--- src/sv/tba_pkg.sv ---
// tba_pkg: shared types and constants for the timer bank time advance block
// action codes, field widths and the interrupt command and status words
// no dependencies
package tba_pkg;

  localparam int TIME_W      = 64;
  localparam int ACT_W       = 3;
  localparam int IDX_W       = 5;
  localparam int FIRED_OUT_W = 8;
  localparam int ALLOC_OUT_W = 3;

  typedef enum logic [ACT_W-1:0] {
    ACT_ADVANCE   = 3'd0,
    ACT_SET_TIMER = 3'd1,
    ACT_ALLOCATE  = 3'd2,
    ACT_RELEASE   = 3'd3,
    ACT_IRQ_EN    = 3'd4,
    ACT_IRQ_FLAG  = 3'd5,
    ACT_IRQ_GLOB  = 3'd6
  } action_t;

  typedef struct packed {
    logic             en_we;
    logic             flag_we;
    logic             master_we;
    logic [IDX_W-1:0] sel;
    logic             val;
  } irq_cmd_t;

  typedef struct packed {
    logic             pending;
    logic [IDX_W-1:0] index;
  } irq_stat_t;

endpackage

--- src/sv/tba_ram.sv ---
// tba_ram: generic one-write one-read memory with registered read data
// used for timer deadlines and reload periods, no dependencies
module tba_ram #(
  parameter int WIDTH = 64,
  parameter int DEPTH = 8,
  localparam int AW = (DEPTH > 1) ? $clog2(DEPTH) : 1
) (
  input  logic             clk,
  input  logic             we,
  input  logic [AW-1:0]    waddr,
  input  logic [WIDTH-1:0] wdata,
  input  logic [AW-1:0]    raddr,
  output logic [WIDTH-1:0] rdata
);

  logic [WIDTH-1:0] mem [DEPTH];
  logic [WIDTH-1:0] rdata_r;

  always_ff @(posedge clk) begin
    if (we) begin
      mem[waddr] <= wdata;
    end
    rdata_r <= mem[raddr];
  end

  assign rdata = rdata_r;

endmodule

--- src/sv/tba_irq.sv ---
// tba_irq: interrupt enable, flag and global enable registers
// reports lowest enabled+flagged line if master set, uses tba_pkg
module tba_irq
  import tba_pkg::*;
#(
  parameter int NUM_IRQS = 32
) (
  input  logic      clk,
  input  logic      rst_n,
  input  irq_cmd_t  cmd,
  output irq_stat_t stat
);

  localparam int CMP_W = 7;
  localparam int IW    = (NUM_IRQS > 1) ? $clog2(NUM_IRQS) : 1;

  logic [NUM_IRQS-1:0] en_r, en_nxt;
  logic [NUM_IRQS-1:0] flag_r, flag_nxt;
  logic                master_r, master_nxt;
  logic [NUM_IRQS-1:0] active;
  logic [IW-1:0]       low_idx;
  logic                any_active;
  logic [IW+IDX_W-1:0] low_ext;

  always_comb begin
    en_nxt     = en_r;
    flag_nxt   = flag_r;
    master_nxt = master_r;
    for (int i = 0; i < NUM_IRQS; i++) begin
      if (CMP_W'(i) == CMP_W'(cmd.sel)) begin
        if (cmd.en_we) begin
          en_nxt[i] = cmd.val;
        end
        if (cmd.flag_we) begin
          flag_nxt[i] = cmd.val;
        end
      end
    end
    if (cmd.master_we) begin
      master_nxt = cmd.val;
    end
  end

  always_ff @(posedge clk) begin
    if (!rst_n) begin
      en_r     <= '0;
      flag_r   <= '0;
      master_r <= 1'b0;
    end else begin
      en_r     <= en_nxt;
      flag_r   <= flag_nxt;
      master_r <= master_nxt;
    end
  end

  assign active = en_r & flag_r;

  always_comb begin
    any_active = 1'b0;
    low_idx    = '0;
    for (int i = NUM_IRQS - 1; i >= 0; i--) begin
      if (active[i]) begin
        any_active = 1'b1;
        low_idx    = IW'(i);
      end
    end
  end

  assign low_ext      = {{IDX_W{1'b0}}, low_idx};
  assign stat.pending = master_r && any_active;
  assign stat.index   = stat.pending ? low_ext[IDX_W-1:0] : '0;

endmodule

--- src/sv/timer_bank_time_advance.sv ---
// timer_bank_time_advance: timer bank with 64-bit global time advance
// sequencer, shared 64-bit comparator and reload adder; uses tba_pkg, tba_ram, tba_irq
//
// One word in, one word out. An advance runs one sequencer: it scans the timer
// deadlines one per cycle through the deadline memory's read port to find the
// step, uses the same comparator to cap it at the target and raise the global
// time, then scans again to fire and reload timers. Every other action goes
// from the execute state straight to the done state. The input is ready again
// the cycle after the result is loaded into the output register; a waiting
// result does not block the next word, which then holds in the sequencer until
// the output register frees. Writing start_time loads the global time at once
// and is always ready.
module timer_bank_time_advance
  import tba_pkg::*;
#(
  parameter int NUM_TIMERS = 8,
  parameter int NUM_IRQS   = 32
) (
  input  logic                   clk,
  input  logic                   rst_n,
  input  logic                   in_valid,
  output logic                   in_ready,
  input  logic [ACT_W-1:0]       in_action,
  input  logic [TIME_W-1:0]      in_target_time,
  input  logic [TIME_W-1:0]      in_external_bound,
  input  logic [IDX_W-1:0]       in_index,
  input  logic                   in_enable_value,
  input  logic [TIME_W-1:0]      in_timeout_at,
  input  logic [TIME_W-1:0]      in_period,
  output logic                   out_valid,
  input  logic                   out_ready,
  output logic [TIME_W-1:0]      out_global_time,
  output logic [TIME_W-1:0]      out_step_time,
  output logic [FIRED_OUT_W-1:0] out_fired_mask,
  output logic [ALLOC_OUT_W-1:0] out_alloc_index,
  output logic                   out_alloc_ok,
  output logic                   out_irq_pending,
  output logic [IDX_W-1:0]       out_irq_index,
  input  logic                   cfg_valid,
  output logic                   cfg_ready,
  input  logic [TIME_W-1:0]      cfg_start_time
);

  localparam int AW    = (NUM_TIMERS > 1) ? $clog2(NUM_TIMERS) : 1;
  localparam int CNT_W = $clog2(NUM_TIMERS + 1);
  localparam int CMP_W = 7;

  typedef enum logic [6:0] {
    S_IDLE  = 7'b0000001,
    S_EXEC  = 7'b0000010,
    S_MIN   = 7'b0000100,
    S_CAP   = 7'b0001000,
    S_RAISE = 7'b0010000,
    S_FIRE  = 7'b0100000,
    S_DONE  = 7'b1000000
  } state_t;

  state_t state_r, state_nxt;

  logic [ACT_W-1:0]  act_r;
  logic [TIME_W-1:0] target_r, bound_r, timeout_r, period_r;
  logic [IDX_W-1:0]  idx_r;
  logic              val_r;

  logic [TIME_W-1:0]     time_now_r, time_now_nxt;
  logic [TIME_W-1:0]     step_r, step_nxt;
  logic [NUM_TIMERS-1:0] on_r, on_nxt;
  logic [NUM_TIMERS-1:0] taken_r, taken_nxt;
  logic [NUM_TIMERS-1:0] mask_r, mask_nxt;
  logic [AW-1:0]         alloc_idx_r, alloc_idx_nxt;
  logic                  alloc_ok_r, alloc_ok_nxt;
  logic [CNT_W-1:0]      cnt_r, cnt_nxt;
  logic [AW-1:0]         rd_idx_r, rd_idx_nxt;
  logic                  rd_vld_r, rd_vld_nxt;

  logic                   out_valid_r;
  logic [TIME_W-1:0]      out_time_r, out_step_r;
  logic [FIRED_OUT_W-1:0] out_fired_r;
  logic [ALLOC_OUT_W-1:0] out_alloc_idx_r;
  logic                   out_alloc_ok_r, out_pend_r;
  logic [IDX_W-1:0]       out_irq_idx_r;

  logic [TIME_W-1:0] cmp_a, cmp_b;
  logic              cmp_lt, cmp_eq;

  logic              dl_we, rl_we;
  logic [AW-1:0]     dl_waddr, rd_addr;
  logic [TIME_W-1:0] dl_wdata, dl_q, rl_q, reload_sum;

  logic [CMP_W-1:0]  idx_ext;
  logic [AW-1:0]     idx_addr;
  logic              idx_in_range;
  logic              free_found;
  logic [AW-1:0]     free_slot;
  logic              load_out;

  logic [NUM_TIMERS+FIRED_OUT_W-1:0] mask_ext;
  logic [AW+ALLOC_OUT_W-1:0]         alloc_ext;

  irq_cmd_t  irq_cmd;
  irq_stat_t irq_stat;

  assign in_ready  = (state_r == S_IDLE);
  assign cfg_ready = 1'b1;

  assign idx_ext      = CMP_W'(idx_r);
  assign idx_addr     = idx_ext[AW-1:0];
  assign idx_in_range = idx_ext < CMP_W'(NUM_TIMERS);

  // shared comparator and reload adder
  assign cmp_lt     = cmp_a < cmp_b;
  assign cmp_eq     = cmp_a == cmp_b;
  assign reload_sum = dl_q + rl_q;

  always_comb begin
    free_found = 1'b0;
    free_slot  = '0;
    for (int i = NUM_TIMERS - 1; i >= 0; i--) begin
      if (!taken_r[i]) begin
        free_found = 1'b1;
        free_slot  = AW'(i);
      end
    end
  end

  always_comb begin
    state_nxt     = state_r;
    time_now_nxt  = time_now_r;
    step_nxt      = step_r;
    on_nxt        = on_r;
    taken_nxt     = taken_r;
    mask_nxt      = mask_r;
    alloc_idx_nxt = alloc_idx_r;
    alloc_ok_nxt  = alloc_ok_r;
    cnt_nxt       = cnt_r;
    rd_idx_nxt    = rd_idx_r;
    rd_vld_nxt    = 1'b0;
    rd_addr       = cnt_r[AW-1:0];
    cmp_a         = dl_q;
    cmp_b         = step_r;
    dl_we         = 1'b0;
    rl_we         = 1'b0;
    dl_waddr      = idx_addr;
    dl_wdata      = timeout_r;
    irq_cmd       = '0;
    irq_cmd.sel   = idx_r;
    irq_cmd.val   = val_r;
    load_out      = 1'b0;

    case (state_r)
      S_IDLE: begin
        if (in_valid) begin
          state_nxt = S_EXEC;
        end
      end
      S_EXEC: begin
        step_nxt      = '0;
        mask_nxt      = '0;
        alloc_idx_nxt = '0;
        alloc_ok_nxt  = 1'b0;
        cnt_nxt       = '0;
        state_nxt     = S_DONE;
        case (act_r)
          ACT_ADVANCE: begin
            step_nxt  = bound_r;
            state_nxt = S_MIN;
          end
          ACT_SET_TIMER: begin
            if (idx_in_range) begin
              dl_we            = 1'b1;
              rl_we            = 1'b1;
              on_nxt[idx_addr] = val_r;
            end
          end
          ACT_ALLOCATE: begin
            if (free_found) begin
              taken_nxt[free_slot] = 1'b1;
              alloc_idx_nxt        = free_slot;
              alloc_ok_nxt         = 1'b1;
            end
          end
          ACT_RELEASE: begin
            if (idx_in_range) begin
              taken_nxt[idx_addr] = 1'b0;
            end
          end
          ACT_IRQ_EN: begin
            irq_cmd.en_we = 1'b1;
          end
          ACT_IRQ_FLAG: begin
            irq_cmd.flag_we = 1'b1;
          end
          ACT_IRQ_GLOB: begin
            irq_cmd.master_we = 1'b1;
          end
          default: begin
          end
        endcase
      end
      S_MIN: begin
        if (cnt_r != CNT_W'(NUM_TIMERS)) begin
          cnt_nxt    = cnt_r + CNT_W'(1);
          rd_idx_nxt = cnt_r[AW-1:0];
          rd_vld_nxt = 1'b1;
        end else begin
          state_nxt = S_CAP;
        end
        if (rd_vld_r && on_r[rd_idx_r] && cmp_lt) begin
          step_nxt = dl_q;
        end
      end
      S_CAP: begin
        cmp_a = target_r;
        if (cmp_lt) begin
          step_nxt = target_r;
        end
        state_nxt = S_RAISE;
      end
      S_RAISE: begin
        cmp_a = time_now_r;
        if (cmp_lt) begin
          time_now_nxt = step_r;
        end
        cnt_nxt   = '0;
        state_nxt = S_FIRE;
      end
      S_FIRE: begin
        if (cnt_r != CNT_W'(NUM_TIMERS)) begin
          cnt_nxt    = cnt_r + CNT_W'(1);
          rd_idx_nxt = cnt_r[AW-1:0];
          rd_vld_nxt = 1'b1;
        end else begin
          state_nxt = S_DONE;
        end
        if (rd_vld_r && on_r[rd_idx_r] && (cmp_lt || cmp_eq)) begin
          mask_nxt[rd_idx_r] = 1'b1;
          if (rl_q != '0) begin
            dl_we    = 1'b1;
            dl_waddr = rd_idx_r;
            dl_wdata = reload_sum;
          end else begin
            on_nxt[rd_idx_r] = 1'b0;
          end
        end
      end
      S_DONE: begin
        if (!out_valid_r || out_ready) begin
          load_out  = 1'b1;
          state_nxt = S_IDLE;
        end
      end
      default: begin
        state_nxt = S_IDLE;
      end
    endcase

    if (cfg_valid) begin
      time_now_nxt = cfg_start_time;
    end
  end

  always_ff @(posedge clk) begin
    if (!rst_n) begin
      state_r    <= S_IDLE;
      time_now_r <= '0;
      on_r       <= '0;
      taken_r    <= '0;
      rd_vld_r   <= 1'b0;
      cnt_r      <= '0;
    end else begin
      state_r    <= state_nxt;
      time_now_r <= time_now_nxt;
      on_r       <= on_nxt;
      taken_r    <= taken_nxt;
      rd_vld_r   <= rd_vld_nxt;
      cnt_r      <= cnt_nxt;
    end
  end

  always_ff @(posedge clk) begin
    step_r      <= step_nxt;
    mask_r      <= mask_nxt;
    alloc_idx_r <= alloc_idx_nxt;
    alloc_ok_r  <= alloc_ok_nxt;
    rd_idx_r    <= rd_idx_nxt;
    if (in_valid && in_ready) begin
      act_r     <= in_action;
      target_r  <= in_target_time;
      bound_r   <= in_external_bound;
      idx_r     <= in_index;
      val_r     <= in_enable_value;
      timeout_r <= in_timeout_at;
      period_r  <= in_period;
    end
  end

  // output word register
  assign mask_ext  = {{FIRED_OUT_W{1'b0}}, mask_r};
  assign alloc_ext = {{ALLOC_OUT_W{1'b0}}, alloc_idx_r};

  always_ff @(posedge clk) begin
    if (!rst_n) begin
      out_valid_r <= 1'b0;
    end else if (load_out) begin
      out_valid_r <= 1'b1;
    end else if (out_ready) begin
      out_valid_r <= 1'b0;
    end
  end

  always_ff @(posedge clk) begin
    if (load_out) begin
      out_time_r      <= time_now_r;
      out_step_r      <= step_r;
      out_fired_r     <= mask_ext[FIRED_OUT_W-1:0];
      out_alloc_idx_r <= alloc_ext[ALLOC_OUT_W-1:0];
      out_alloc_ok_r  <= alloc_ok_r;
      out_pend_r      <= irq_stat.pending;
      out_irq_idx_r   <= irq_stat.index;
    end
  end

  assign out_valid       = out_valid_r;
  assign out_global_time = out_time_r;
  assign out_step_time   = out_step_r;
  assign out_fired_mask  = out_fired_r;
  assign out_alloc_index = out_alloc_idx_r;
  assign out_alloc_ok    = out_alloc_ok_r;
  assign out_irq_pending = out_pend_r;
  assign out_irq_index   = out_irq_idx_r;

  tba_ram #(
    .WIDTH(TIME_W),
    .DEPTH(NUM_TIMERS)
  ) u_deadline_ram (
    .clk  (clk),
    .we   (dl_we),
    .waddr(dl_waddr),
    .wdata(dl_wdata),
    .raddr(rd_addr),
    .rdata(dl_q)
  );

  tba_ram #(
    .WIDTH(TIME_W),
    .DEPTH(NUM_TIMERS)
  ) u_reload_ram (
    .clk  (clk),
    .we   (rl_we),
    .waddr(idx_addr),
    .wdata(period_r),
    .raddr(rd_addr),
    .rdata(rl_q)
  );

  tba_irq #(
    .NUM_IRQS(NUM_IRQS)
  ) u_irq (
    .clk  (clk),
    .rst_n(rst_n),
    .cmd  (irq_cmd),
    .stat (irq_stat)
  );

endmodule

--- config.mk ---
export PLATFORM = sky130hd
export DESIGN_NAME = timer_bank_time_advance
export DESIGN_NICKNAME = d
export VERILOG_FILES = /design/src/sv/tba_pkg.sv /design/src/sv/tba_ram.sv /design/src/sv/tba_irq.sv /design/src/sv/timer_bank_time_advance.sv
export SDC_FILE = /design/constraint.sdc
export NUM_CORES = 2
export LEC_CHECK = 0
export ABC_CLOCK_PERIOD_IN_PS = 11200
export BUFFER_PORTS_ARGS = -buffer_cell sky130_fd_sc_hd__buf_2
export CAP_MARGIN = 25
export CORE_MARGIN = 4
export CORE_UTILIZATION = 30
export DETAILED_ROUTE_END_ITERATION = 6
export PLACE_DENSITY = 0.44
export SYNTH_ARGS = -nofsm -noshare
export SYNTH_HDL_FRONTEND = slang
export SYNTH_SLANG_ARGS = --single-unit
--- constraint.sdc ---
create_clock -name clk -period 11.2 [get_ports clk]
set_input_delay 1.68 -clock clk [delete_from_list [all_inputs] [get_ports clk]]
set_output_delay 1.68 -clock clk [all_outputs]
set_load 0.01 [all_outputs]
==> metrics.txt <==
setup_tns 0 ps; mapped cell area 0.0717 mm²; drt pass-1 iters 7; Distinct cells, synth 78; EDFF count, synth 1514; Port Buffers 481; CTS Sinks 1800; cts hold-fix bufs 0; die area 0.247 mm²; routed wire length 226 mm; final hold vios 0; largest net degree at the start of global routing 136; critical path's largest stage delay 740 ps; maximum vdd drop 0.000136 V; share of cells above drive strength 1 0.248; Slew @ Worst Pin 1440 ps; power share of the clock group 0.410; CTS HTree Levels 4; PnR Total Power 15.9 mW; status completed; antenna violations before repair 32; GRT overflow 0; Top-Level Pins 483; Die W 497 µm; CP delay by family, top simple AND/OR/NAND/NOR gates; Placed Area 0.0779 mm²; vias in the first global route 41.4k; DRC viols 0; Num CTS Buffers 198; FP Rows 179; Worst Setup End Kind register; clock skew 61.2 ps; Post-layout nets 5442; Final period util 0.666; CTS tree yes; Initial Util 0.302; syn_nets 4921; biggest regs u_deadline_ram.mem: 512 flops, u_reload_ram.mem: 512 flops; Worst Hold Class reg2reg; Worst Path Required 11660 ps; RD Place Congestion 0.845; Rel. slew slack 0.0425; most frequent cells in the layout edfxtp_1, buf_2, nand2_1; P_int 12.0 mW; Crit Path Category reg2reg; HPWL after DPL 155 mm; core area 0.238 mm²; P&R area growth vs syn 17.8%; final design utilization 0.355; Fmax 134 MHz; met2 usage 0.282; met3 Resource Use GR 0.0291; WP data arrival 7920 ps; ANT nets after route 0; leading register cell type out of synthesis edfxtp_1; crit path cell chain nor4_1 > and3_4 > nor2_4 > nand2_1 > nand2_1 > ha_1 > nand4_1 > nor4_2 > nand3_1 > or4_1 > nor4_2 > o211ai_1 > buf_4 > inv_1 > nand2_1 > a21oi_4 > buf_4 > buf_4; pins over their slew limit 0; Ys Warns 0; Seq/Total Area, Yosys 0.714; Power Density 189 mW/mm²; fin worst setup slack 3740 ps; combinational share of power 0.058; fin area 0.0845 mm²; Vias 41.6k; post-CTS resize count 0; syn_area_per_cell 16.1 µm²; wire length of the first global-routing pass 319 mm; GRT Util Overall 0.179; Clock Tree Buf Depth 3; M1 GR Usage 0.257; switching power 3.92 mW; DR vias/cell 5.00; asr flop ratio synth 0; Sequential Power Share 0.532; post-synthesis instance total 4457; CP Buf/Inv Count 4; Clock Latency Late Sink 860 ps; worst slack, placed 3700 ps; number of synthesized register bits 1800; max cap viols 0; minimum clock period 7460 ps; drt wl/cell 27.2 µm; clock root buffer clkbuf_16; commonest non-fill, non-tap cell in the layout edfxtp_1; gr busiest metal met2; Sw Share 0.246; Clk pin slew, worst setup/hold paths 60 ps; # setup viols final 0; Worst Path Max Fanout 61; slowest CP cell and3_4; Lkg Pwr 29.6 nW; Die Y 497 µm; initial drt markers 3983; Setup Buffers After CTS 0; Setup crit start kind register; unrepaired setup endpoints after global routing false
==> routing by layer <==
layer  vias up  share of wire
met5         -        0.00024
met4         8          0.021
met3       229          0.054
met2      1349           0.46
met1     21600           0.46
li1      18400              -
==> power groups by stage <==
stage	clock, mW	combinational (mW)	sequential (mW)
2_1_floorplan	0	0.507	8.40
3_3_place_gp	0	0.917	8.63
3_5_place_dp	0	0.939	8.62
4_1_cts	6.73	0.942	8.49
5_1_grt	7.02	1.02	8.51
6_report	6.54	0.923	8.47
==> cells by family (layout without fill, tap and decap cells) <==
group,Yosys count,after routing,synth area share
multiplexers,454,454,0.111
flip-flops,1800,1800,0.714
buffers and inverters,389,1085,0.0219
AND/OR/NAND/NOR,872,872,0.0566
XOR/XNOR,56,56,0.00684
adder cells (fa/ha/maj),130,130,0.0228
AO/OA/AOI/OAI,755,755,0.0676
other,1,4,0.0000523
==> through the flow <==
| step | std cells | hold slack [ps] |
|---|---|---|
| final | 8323 | 418 |
| after global routing | 8321 | 438 |
| after CTS | 8319 | 419 |
| after detailed placement | 7944 | 405 |
| after global placement | 7942 | 409 |
| after floorplan | 4457 | 400 |
==> final timing paths <==
path / startpoint / endpoint / slack [ps] / cells past startpoint
setup / recovery: state_r[6] / u_deadline_ram.mem[3][62] / 3740 / 18
hold reg to reg: alloc_idx_r[1] / out_alloc_index[1] / 420 / 0
hold / removal: alloc_idx_r[1] / out_alloc_index[1] / 420 / 0
setup reg to reg: state_r[6] / u_deadline_ram.mem[3][62] / 3740 / 18
==> cell usage after synthesis, types with 8 or more instances <==
cell type,n,area share
nand3_1,31,0.0022
edfxtp_1,1514,0.63
a21o_1,49,0.0051
nor4_1,36,0.0031
o221a_2,9,0.0014
nand2_1,395,0.021
inv_1,161,0.0084
nor3b_1,8,0.00084
clkbuf_1,168,0.0088
xor2_1,24,0.0029
a21boi_0,17,0.0018
buf_2,8,0.00056
nor2b_1,22,0.0019
and2_1,82,0.0072
dfxtp_1,286,0.080
a22oi_1,66,0.0069
nand4_1,38,0.0033
a31oi_1,16,0.0014
and3_1,17,0.0015
buf_1,32,0.0017
mux4_2,258,0.081
nor3_1,27,0.0019
nor2_1,168,0.0088
mux2i_1,66,0.0092
o21bai_1,19,0.0020
o211ai_1,9,0.00094
mux2_2,130,0.020
a222oi_1,64,0.0089
xnor2_1,32,0.0039
ha_1,129,0.023
o31ai_1,9,0.00094
nand2b_1,13,0.0011
o21ai_0,254,0.018
buf_6,9,0.0014
a211oi_1,14,0.0015
a21oi_1,178,0.012
==> cell type report <==
cell class / instances / area [µm²]
fillers: 22600 / 153000
clock buffers: 271 / 5450
repair buffers: 548 / 2970
diodes: 3 / 7.51
clock inverters: 104 / 1140
well taps: 3167 / 3960
flip-flops and latches: 1800 / 51200
inverters: 162 / 608
multi-input cells: 2268 / 19200
(Power assumes the default switching activity.)
